[src/hdl/srer_pkg.sv]
`default_nettype none
// ----------------------------------------------------------------------------
// srer_pkg
// Types, constants and helpers shared by the serial record escape receiver.
// ----------------------------------------------------------------------------
package srer_pkg;

    // Buffer geometry
    localparam int BUFFER_DEPTH = 16384;
    localparam int IDX_W        = 14;
    localparam logic [IDX_W-1:0] ADDR_MASK =
        (BUFFER_DEPTH >= (1 << IDX_W)) ? {IDX_W{1'b1}} : IDX_W'(BUFFER_DEPTH - 1);

    // Register indexes
    localparam logic [1:0] REG_FRAME_MODE      = 2'd0;
    localparam logic [1:0] REG_RAW_COUNT       = 2'd1;
    localparam logic [1:0] REG_MAX_LENGTH      = 2'd2;
    localparam logic [1:0] REG_ESCAPE_LIMIT    = 2'd3;

    // Register reset values
    localparam logic [13:0] MAX_LENGTH_RESET   = 14'h2328;
    localparam logic [8:0]  ESCAPE_LIMIT_RESET = 9'h12e;

    // Record modes
    localparam logic [1:0] MODE_ANY_ZERO = 2'd0;
    localparam logic [1:0] MODE_ESCAPES  = 2'd1;

    // Escape bytes
    localparam logic [7:0] BYTE_EXTENSION = 8'd20;
    localparam logic [7:0] BYTE_ESCAPE    = 8'd18;

    typedef enum logic [1:0] {
        PH_NORMAL,
        PH_EXTENSION,
        PH_ESCAPE,
        PH_CHECKSUM
    } phase_t;

    typedef struct packed {
        phase_t           phase;
        logic [IDX_W-1:0] write_index;
        logic [7:0]       extension_left;
        logic [8:0]       escape_seen;
    } rec_state_t;

    typedef struct packed {
        logic [1:0]  frame_mode;
        logic [7:0]  raw_count;
        logic [13:0] max_length;
        logic [8:0]  escape_limit;
    } cfg_t;

    typedef struct packed {
        logic             write_enable;
        logic [IDX_W-1:0] write_address;
        logic [7:0]       write_data;
        logic             record_done;
        logic             aborted;
        logic [IDX_W-1:0] record_length;
        logic [7:0]       checksum_byte;
    } result_t;

    localparam rec_state_t STATE_RESET = '{
        phase:          PH_NORMAL,
        write_index:    '0,
        extension_left: '0,
        escape_seen:    '0
    };

    function automatic logic [IDX_W-1:0] buf_addr(input logic [IDX_W-1:0] idx);
        return idx & ADDR_MASK;
    endfunction

endpackage
`default_nettype wire

[src/hdl/serial_record_escape_receiver_top.sv]
`default_nettype none
// ----------------------------------------------------------------------------
// serial_record_escape_receiver_top
// Frames received serial bytes into buffered records with escapes.
// ----------------------------------------------------------------------------
// Usage:
//   Input channel (s_valid/s_ready/s_rx_byte): one received byte per
//   transaction. Every accepted byte yields exactly one result transaction
//   on the m_ channel: a buffer write (enable, address, data) and/or, when the
//   record finishes, record_done with its length and checksum byte, or
//   record_done with aborted when the escape limit is reached.
//   The result of a byte accepted at one edge is registered and valid
//   after that edge. Throughput is one byte per cycle unless m_ready stalls
//   the output; the record state updates in a single pass of the step logic
//   and the result register takes a new transaction when empty or draining.
//   When the receiver stalls (m_ready low with m_valid high), s_ready drops
//   and the held result stays unchanged until it is taken.
//   Configuration (cfg_we/cfg_index/cfg_data) writes a register at once;
//   write only while no transaction is in flight.
//   Reset (aresetn low, synchronous) clears the record state, empties the
//   result register and restores the register defaults: mode 0, extension
//   count 0, max length 9000, escape limit 302.
// ----------------------------------------------------------------------------
module serial_record_escape_receiver_top (
    input  wire logic        aclk,
    input  wire logic        aresetn,

    // configuration write port
    input  wire logic        cfg_we,
    input  wire logic [1:0]  cfg_index,
    input  wire logic [13:0] cfg_data,

    // received bytes
    input  wire logic        s_valid,
    output logic             s_ready,
    input  wire logic [7:0]  s_rx_byte,

    // per-byte results
    output logic             m_valid,
    input  wire logic        m_ready,
    output logic             m_write_enable,
    output logic [13:0]      m_write_address,
    output logic [7:0]       m_write_data,
    output logic             m_record_done,
    output logic             m_aborted,
    output logic [13:0]      m_record_length,
    output logic [7:0]       m_checksum_byte
);

    srer_pkg::cfg_t       cfg_reg;
    srer_pkg::rec_state_t state_reg;
    srer_pkg::rec_state_t state_next;
    srer_pkg::result_t    result_next;
    srer_pkg::result_t    result_reg;
    logic                 m_valid_reg;
    logic                 s_accept;

    // Result register empty or draining this cycle: take a new byte.
    assign s_ready  = !m_valid_reg || m_ready;
    assign s_accept = s_valid && s_ready;

    srer_step u_step (
        .state_i  (state_reg),
        .cfg_i    (cfg_reg),
        .rx_byte  (s_rx_byte),
        .state_o  (state_next),
        .result_o (result_next)
    );

    // Configuration registers
    always_ff @(posedge aclk) begin
        if (!aresetn) begin
            cfg_reg.frame_mode      <= srer_pkg::MODE_ANY_ZERO;
            cfg_reg.raw_count       <= 8'd0;
            cfg_reg.max_length      <= srer_pkg::MAX_LENGTH_RESET;
            cfg_reg.escape_limit    <= srer_pkg::ESCAPE_LIMIT_RESET;
        end else if (cfg_we) begin
            unique case (cfg_index)
                srer_pkg::REG_FRAME_MODE:      cfg_reg.frame_mode      <= cfg_data[1:0];
                srer_pkg::REG_RAW_COUNT:       cfg_reg.raw_count       <= cfg_data[7:0];
                srer_pkg::REG_MAX_LENGTH:      cfg_reg.max_length      <= cfg_data;
                srer_pkg::REG_ESCAPE_LIMIT:    cfg_reg.escape_limit    <= cfg_data[8:0];
                default:                       cfg_reg                 <= cfg_reg;
            endcase
        end
    end

    // Record state advances once per accepted byte
    always_ff @(posedge aclk) begin
        if (!aresetn) begin
            state_reg <= srer_pkg::STATE_RESET;
        end else if (s_accept) begin
            state_reg <= state_next;
        end
    end

    // Result register: valid is control, payload loads on accept only
    always_ff @(posedge aclk) begin
        if (!aresetn) begin
            m_valid_reg <= 1'b0;
        end else if (s_accept) begin
            m_valid_reg <= 1'b1;
        end else if (m_ready) begin
            m_valid_reg <= 1'b0;
        end
    end

    always_ff @(posedge aclk) begin
        if (s_accept) begin
            result_reg <= result_next;
        end
    end

    assign m_valid         = m_valid_reg;
    assign m_write_enable  = result_reg.write_enable;
    assign m_write_address = result_reg.write_address;
    assign m_write_data    = result_reg.write_data;
    assign m_record_done   = result_reg.record_done;
    assign m_aborted       = result_reg.aborted;
    assign m_record_length = result_reg.record_length;
    assign m_checksum_byte = result_reg.checksum_byte;

endmodule
`default_nettype wire

[src/hdl/srer_step.sv]
`default_nettype none
// ----------------------------------------------------------------------------
// srer_step
// Next-state and result logic for one received byte.
// ----------------------------------------------------------------------------
module srer_step (
    input  wire srer_pkg::rec_state_t state_i,
    input  wire srer_pkg::cfg_t       cfg_i,
    input  wire logic [7:0]           rx_byte,
    output srer_pkg::rec_state_t      state_o,
    output srer_pkg::result_t         result_o
);

    logic [13:0] idx_inc;
    logic [8:0]  esc_inc;
    logic        zero_ends;

    assign idx_inc   = state_i.write_index + 14'd1;
    assign esc_inc   = state_i.escape_seen + 9'd1;
    assign zero_ends = (rx_byte == 8'd0) &&
                       ((cfg_i.frame_mode == srer_pkg::MODE_ANY_ZERO) ||
                        (state_i.write_index > 14'd1));

    always_comb begin
        state_o  = state_i;
        result_o = '0;
        unique case (state_i.phase)
            srer_pkg::PH_CHECKSUM: begin
                result_o.record_done   = 1'b1;
                result_o.record_length = state_i.write_index;
                result_o.checksum_byte = rx_byte;
                state_o                = srer_pkg::STATE_RESET;
            end
            srer_pkg::PH_EXTENSION: begin
                result_o.write_enable   = 1'b1;
                result_o.write_address  = srer_pkg::buf_addr(state_i.write_index);
                result_o.write_data     = rx_byte;
                state_o.write_index     = idx_inc;
                state_o.extension_left  = state_i.extension_left - 8'd1;
                if (state_i.extension_left == 8'd1) begin
                    state_o.phase = srer_pkg::PH_NORMAL;
                end
            end
            srer_pkg::PH_ESCAPE: begin
                result_o.write_enable  = 1'b1;
                result_o.write_address = srer_pkg::buf_addr(state_i.write_index);
                result_o.write_data    = rx_byte;
                if (esc_inc >= cfg_i.escape_limit) begin
                    result_o.record_done = 1'b1;
                    result_o.aborted     = 1'b1;
                    state_o              = srer_pkg::STATE_RESET;
                end else begin
                    state_o.write_index = idx_inc;
                    state_o.escape_seen = esc_inc;
                    state_o.phase       = srer_pkg::PH_NORMAL;
                end
            end
            default: begin
                priority if (state_i.write_index >= cfg_i.max_length) begin
                    // length limit: this byte is the checksum
                    result_o.record_done   = 1'b1;
                    result_o.record_length = state_i.write_index;
                    result_o.checksum_byte = rx_byte;
                    state_o                = srer_pkg::STATE_RESET;
                end else if (zero_ends) begin
                    result_o.write_enable  = 1'b1;
                    result_o.write_address = srer_pkg::buf_addr(state_i.write_index);
                    state_o.phase          = srer_pkg::PH_CHECKSUM;
                end else begin
                    result_o.write_enable  = 1'b1;
                    result_o.write_address = srer_pkg::buf_addr(state_i.write_index);
                    result_o.write_data    = rx_byte;
                    state_o.write_index    = idx_inc;
                    if (cfg_i.frame_mode == srer_pkg::MODE_ESCAPES) begin
                        if (rx_byte == srer_pkg::BYTE_EXTENSION) begin
                            if (cfg_i.raw_count != 8'd0) begin
                                state_o.extension_left = cfg_i.raw_count;
                                state_o.phase          = srer_pkg::PH_EXTENSION;
                            end
                        end else if (rx_byte == srer_pkg::BYTE_ESCAPE) begin
                            state_o.phase = srer_pkg::PH_ESCAPE;
                        end
                    end
                end
            end
        endcase
    end

endmodule
`default_nettype wire
[config.mk]
export PLATFORM = sky130hd
export DESIGN_NAME = serial_record_escape_receiver_top
export DESIGN_NICKNAME = d
export VERILOG_FILES = /design/src/hdl/srer_pkg.sv /design/src/hdl/serial_record_escape_receiver_top.sv /design/src/hdl/srer_step.sv
export SDC_FILE = /design/constraint.sdc
export NUM_CORES = 1
export LEC_CHECK = 0
export BUFFER_PORTS_ARGS = -buffer_cell sky130_fd_sc_hd__buf_2
export CAP_MARGIN = 5
export CORE_ASPECT_RATIO = 0.5
export CORE_MARGIN = 4
export CORE_UTILIZATION = 40
export CTS_CLUSTER_SIZE = 16
export DETAILED_ROUTE_END_ITERATION = 12
export GPL_ROUTABILITY_DRIVEN = 0
export MAX_ROUTING_LAYER = met4
export RECOVER_POWER = 25
export SYNTH_ARGS = -nofsm -noshare
export SYNTH_HDL_FRONTEND = slang
export SYNTH_SLANG_ARGS = --single-unit
[constraint.sdc]
create_clock -name aclk -period 6 [get_ports aclk]
set_input_delay 1.2 -clock aclk [delete_from_list [all_inputs] [get_ports aclk]]
set_output_delay 1.2 -clock aclk [all_outputs]
set_load 0.005 [all_outputs]
; ---- Yosys cells after proc, flatten, opt, wreduce, memory -nomap -nowiden
; Cells that the tools add are included.
[word_totals]
output_inout_bits = 49
register_bits = 114
elab_cells = 89
[op_classes]
order_cmp = 3
bitwise = 1
eq_ne = 14
n_addsub = 3
muxes = 27
n_reduce_logical = 25
[ops]
columns = op, count
row1 = $pmux W24 S3, 1
row2 = $pmux W23 S2, 1
row3 = $mux W22, 2
row4 = $pmux W22 S2, 1
row5 = $mux W8, 5
row6 = $pmux W9 S3, 1
row7 = $mux W24, 1
row8 = $mux W23, 1
row9 = $mux W9, 2
row10 = $eq A8 B5 Y1 const B, 2
row11 = $reduce_bool A5 Y1, 3
row12 = $add A14 B1 Y14 const B, 1
row13 = $ge A14 B14 Y1, 1
row14 = $gt A14 B1 Y1 const B, 1
row15 = $mux W14, 1
row16 = $mux W2, 7
row17 = $reduce_and A2 Y1, 5
row18 = $add A9 B1 Y9 const B, 1
row19 = $ge A9 B9 Y1, 1
row20 = $eq A2 B2 Y1 const B, 4
row21 = $eq A8 B1 Y1 const B, 1
row22 = $logic_not A8 Y1, 1
row23 = $reduce_bool A8 Y1, 1
row24 = $sub A8 B1 Y8 const B, 1
row25 = 19 further kinds, 27

; ---- Depth between registers and ports, before layout
[depth]
ltp_word = 7
depth_mapped = 14
mapped_depth_nobuf = 13

; ---- Modules after synthesis
; From an unflattened synthesis, not the netlist that was laid out.
[unflattened]
cells_unflattened = 655
area_unflattened_um2 = 6139.6
[by_module_without_submodules]
columns = module, seq_area_each_um2, instances, area_per_inst_um2, cells_per_inst
row1 = serial_record_escape_receiver_top, 2752.6, 1, 3972.6, 327
row2 = srer_step, 0.0, 1, 2167.1, 328

; ---- Worst setup path before layout
; No wires, ideal clock.
[synth_timing]
path_kind = input port to flip-flop
startpoint = input m_ready
endpoint = register state_reg[11] (netlist name)
setup_slack_ns = 2.524
t_arrival_ns = 3.339
stages = 7
path_buffers = 1
setup_ns = 0.138
required_ns = 5.862
cell_sequence = nand2b_1 > nand2_1 > inv_1 > o311ai_2 > buf_6 > o211ai_2 > o31ai_2
[synth_via]
elab_chain_len = 3
[synth_lines]
columns = item, line_no
row1 = start: declaration, serial_record_escape_receiver_top.sv:40  ; input wire logic m_ready,
row2 = $logic_or A1 B1 Y1, serial_record_escape_receiver_top.sv:59  ; assign s_ready = !m_valid_reg || m_ready;
row3 = $logic_and A1 B1 Y1, serial_record_escape_receiver_top.sv:60  ; assign s_accept = s_valid && s_ready;
row4 = via s_accept, serial_record_escape_receiver_top.sv:56  ; logic s_accept;
row5 = $reduce_and A6 Y1 (no source line), -
row6 = end signal: assignment, serial_record_escape_receiver_top.sv:91  ; state_reg <= srer_pkg::STATE_RESET;
row7 = end signal: assignment, serial_record_escape_receiver_top.sv:93  ; state_reg <= state_next;
row8 = end: declaration, serial_record_escape_receiver_top.sv:51  ; srer_pkg::rec_state_t state_reg;
; The timed path passes the listed nets, and every way through them passes these cells.
; A chain may end at the register's enable or synchronous reset.

==> flow_results.xml <==
<?xml version="1.0" encoding="UTF-8"?>
<metrics>
  <group name="status">
    <metric name="outcome" unit="">complete, but fails checks</metric>
    <metric name="violations" unit="">capacitance limit, slew limit</metric>
  </group>
  <group name="clock_tree">
    <metric name="path_clk_slew" unit="ps">60</metric>
    <metric name="worstSkewPairLatency" unit="ps">420</metric>
    <metric name="cts_resized" unit="">0</metric>
    <metric name="post-cts-setup-buffer-count" unit="">0</metric>
    <metric name="clock_tree.htree_level_count" unit="">4</metric>
    <metric name="cts_tree" unit="">yes</metric>
    <metric name="ctsHoldBuffers" unit="">0</metric>
    <metric name="clock_path_buffers" unit="">2</metric>
    <metric name="tritoncts_num_sinks" unit="">114</metric>
    <metric name="cts_made_buffers" unit="">17</metric>
    <metric name="cts_root_buf" unit="">clkbuf_16</metric>
  </group>
  <group name="sta">
    <metric name="post-route-min-period" unit="ps">3799</metric>
    <metric name="max_slew_margin" unit="">-0.2319</metric>
    <metric name="worst_pin_slew" unit="ps">1848</metric>
    <metric name="achievable-frequency" unit="GHz">0.2632</metric>
    <metric name="final_min_period_over_clock_period" unit="">0.6332</metric>
    <metric name="timing.final.hold_violations" unit="">0</metric>
    <metric name="grt_setup_unrepaired" unit="">no</metric>
    <metric name="totalNegativeSetupSlack" unit="ps">0</metric>
    <metric name="finalSetupViolations" unit="">0</metric>
    <metric name="hold_ws" unit="ps">455.3</metric>
    <metric name="drv_slew" unit="">38</metric>
    <metric name="post_route_clock_skew" unit="ps">17.50</metric>
  </group>
  <group name="final_layout">
    <metric name="proportion_of_layout_cells_with_a_drive_suffix_above_1" unit="">0.1935</metric>
    <metric name="antennaDiodeCount" unit="">0</metric>
    <metric name="finalNetCount" unit="">721</metric>
    <metric name="layout-area-overhead-vs-synth" unit="%">19.13</metric>
    <metric name="final_core_util" unit="">0.4958</metric>
  </group>
  <group name="pwr">
    <metric name="power.sequential.fraction" unit="">0.438</metric>
    <metric name="clock_power_share" unit="">0.508</metric>
    <metric name="power.static_leakage" unit="nW">2.762</metric>
    <metric name="power.internal" unit="W">0.001492</metric>
    <metric name="p_comb_frac" unit="">0.054</metric>
    <metric name="irDropWorstVdd" unit="mV">0.1845</metric>
    <metric name="sw_share" unit="">0.2274</metric>
    <metric name="net_switching_power" unit="W">0.0004391</metric>
    <metric name="power_density_of_the_placed_cells" unit="nW/um2">281.9</metric>
    <metric name="fin_total_pwr" unit="W">0.001931</metric>
  </group>
  <group name="logic_synthesis">
    <metric name="synth_top_area_cell" unit="">edfxtp_1</metric>
    <metric name="syn_area" unit="um2">5749</metric>
    <metric name="synth.top_cell.area_share" unit="">0.2455</metric>
    <metric name="syn-num-nets" unit="">646</metric>
    <metric name="yosysUniqueCellTypes" unit="">65</metric>
    <metric name="synth-edff-count" unit="">47</metric>
    <metric name="ys_dominant_reg_cell" unit="">dfxtp_1</metric>
    <metric name="top_post_synthesis_cells_by_area" unit="">edfxtp_1 (25%), dfxtp_1 (23%), ha_1 (7.2%)</metric>
    <metric name="yosys.cell_count.top_type" unit="">dfxtp_1</metric>
    <metric name="synth.yosys.warnings" unit="">0</metric>
    <metric name="synth_async_sr_flop_share" unit="">0</metric>
    <metric name="synth.yosys.seq_area_share" unit="">0.4788</metric>
    <metric name="syn_inst" unit="">584</metric>
    <metric name="synth.cells.most_frequent" unit="">dfxtp_1 (67), nand2_1 (66), edfxtp_1 (47)</metric>
    <metric name="yosys_register_bits" unit="">114</metric>
    <metric name="syn-mean-instance-area" unit="um2">9.845</metric>
  </group>
  <group name="die">
    <metric name="standard_cell_rows" unit="">30</metric>
    <metric name="die_width" unit="um">177.5</metric>
    <metric name="dieArea" unit="um2">16470</metric>
    <metric name="die_h" unit="um">92.78</metric>
    <metric name="floorplan.io_pins" unit="">78</metric>
    <metric name="coreArea" unit="um2">13810</metric>
    <metric name="start_util" unit="">0.4162</metric>
  </group>
  <group name="route">
    <metric name="ant_nets" unit="">0</metric>
    <metric name="drtPass1Iterations" unit="">5</metric>
    <metric name="finalWirelength" unit="um">13280</metric>
    <metric name="viasPerCell" unit="">5.145</metric>
    <metric name="drt_iter0_drc" unit="">281</metric>
    <metric name="detail_route.drc_violations" unit="">0</metric>
    <metric name="num_vias" unit="">4445</metric>
    <metric name="wl_per_cell" unit="um">15.37</metric>
  </group>
  <group name="worst_hold_path">
    <metric name="worstHoldPathCells" unit="">2</metric>
    <metric name="worstHoldEndpoint" unit="">cfg_reg[15]</metric>
    <metric name="hold_path.startpoint" unit="">cfg_reg[15]</metric>
    <metric name="worst_hold_path_type" unit="">reg2reg</metric>
  </group>
  <group name="setup_path">
    <metric name="r2r_end" unit="">state_reg[29]</metric>
    <metric name="setup.worst_path.end_class" unit="">register</metric>
    <metric name="ff2ff_setup_slack" unit="ps">2220</metric>
    <metric name="worstPathArrival" unit="ps">4110</metric>
    <metric name="reg2regPathDepth" unit="">13</metric>
    <metric name="cp_max_fo" unit="">45</metric>
    <metric name="critical_path.startpoint" unit="">aresetn</metric>
    <metric name="critical_path_required_time" unit="ps">6320</metric>
    <metric name="setup.worst_path.start_class" unit="">input port</metric>
    <metric name="timing_worst_setup_path_type" unit="">in2reg</metric>
    <metric name="crit-reg2reg-launch" unit="">state_reg[0]</metric>
  </group>
  <group name="run">
    <metric name="timing.max_cap.violations" unit="">1</metric>
  </group>
  <group name="global_routing">
    <metric name="grt.total_usage" unit="">0.1692</metric>
    <metric name="number_of_global_route_vias_before_repair" unit="">4082</metric>
    <metric name="grt_pass1_wl" unit="um">21330</metric>
    <metric name="grt_antenna_before_repair" unit="">0</metric>
    <metric name="grt_remaining_overflow" unit="">0</metric>
    <metric name="maximum_number_of_pins_on_one_net_before_global_route_repair" unit="">50</metric>
  </group>
  <group name="place">
    <metric name="hpwl" unit="um">9322</metric>
    <metric name="port_buffers" unit="">77</metric>
  </group>
</metrics>
==> layer usage <==
| layer | global-route usage | share of wire | routed length, um |
|---|---|---|---|
| met5 | - | 0 | 0 |
| met4 | 0.05080 | 0.0081 | 108 |
| met3 | 0.04445 | 0.053 | 703 |
| met2 | 0.2577 | 0.44 | 5898 |
| met1 | 0.2227 | 0.49 | 6571 |
==> worst max-delay path, cell delays in order <==
cell	delay, ps
clkbuf_1	1300
inv_1	250
buf_4	380
or4_1	660
o31ai_1	260
==> power groups by stage <==
stage                     Clock, W  Combinational [W]  Sequential [W]
after global routing       0.00104           0.000118        0.000847
after floorplan                  0          0.0000593        0.000861
after CTS                 0.000996           0.000107        0.000845
after detailed placement         0           0.000106        0.000862
after global placement           0           0.000106        0.000861
final                     0.000981           0.000105        0.000845
==> cells in the final DEF, fill, tap and decap left out, types with 6 or more instances in the layout <==
cell / n
and2_1: 23
ha_1: 33
nor2b_1: 27
nand2_1: 66
o211ai_1: 12
a21oi_2: 7
nand2b_1: 15
o21ai_0: 10
or3_1: 10
edfxtp_1: 47
inv_1: 37
nor3_1: 8
dfxtp_1: 67
nor2_1: 32
clkbuf_1: 16
clkbuf_16: 17
and3_1: 7
buf_2: 61
nor3_2: 6
nand3_1: 21
mux2i_1: 11
xnor2_1: 7
a21oi_1: 36
==> worst max-delay path by stage <==
stage                          endpoint  cells past startpoint
after floorplan           state_reg[11]                      7
after global placement    state_reg[24]                     13
after detailed placement  state_reg[29]                     13
after CTS                 state_reg[29]                     13
after global routing      state_reg[29]                     13
final                      state_reg[4]                      5
==> layout make-up <==
cell class	count	area [um2]
multi-input cells	407	2741
clock buffers	19	442.9
well taps	192	240.2
fillers	1319	6964
clock inverters	13	137.6
repair buffers	80	387.9
flip-flops and latches	114	2753
inverters	39	146.4
==> logic make-up (layout without fill, tap and decap cells) <==
family                   count (synthesis)  count (layout)  synth area share
XOR/XNOR                                12              12           0.01828
adder cells (fa/ha/maj)                 33              33           0.07182
multiplexers                            11              11           0.01915
flip-flops                             114             114            0.4788
buffers and inverters                   63             151           0.04440
AND/OR/NAND/NOR                        241             241            0.2237
AO/OA/AOI/OAI                          110             110            0.1439
==> stage by stage <==
| step | instances | setup WS (ps) | instance area [um2] |
|---|---|---|---|
| floorplan | 584 | 2524 | 5749 |
| global placement | 832 | 2327 | 6289 |
| detailed placement | 832 | 2269 | 6289 |
| CTS | 864 | 2240 | 6869 |
| global route | 864 | 1809 | 6849 |
| finish | 864 | 2201 | 6849 |
No activity file was read; power rests on OpenSTA's default activity.
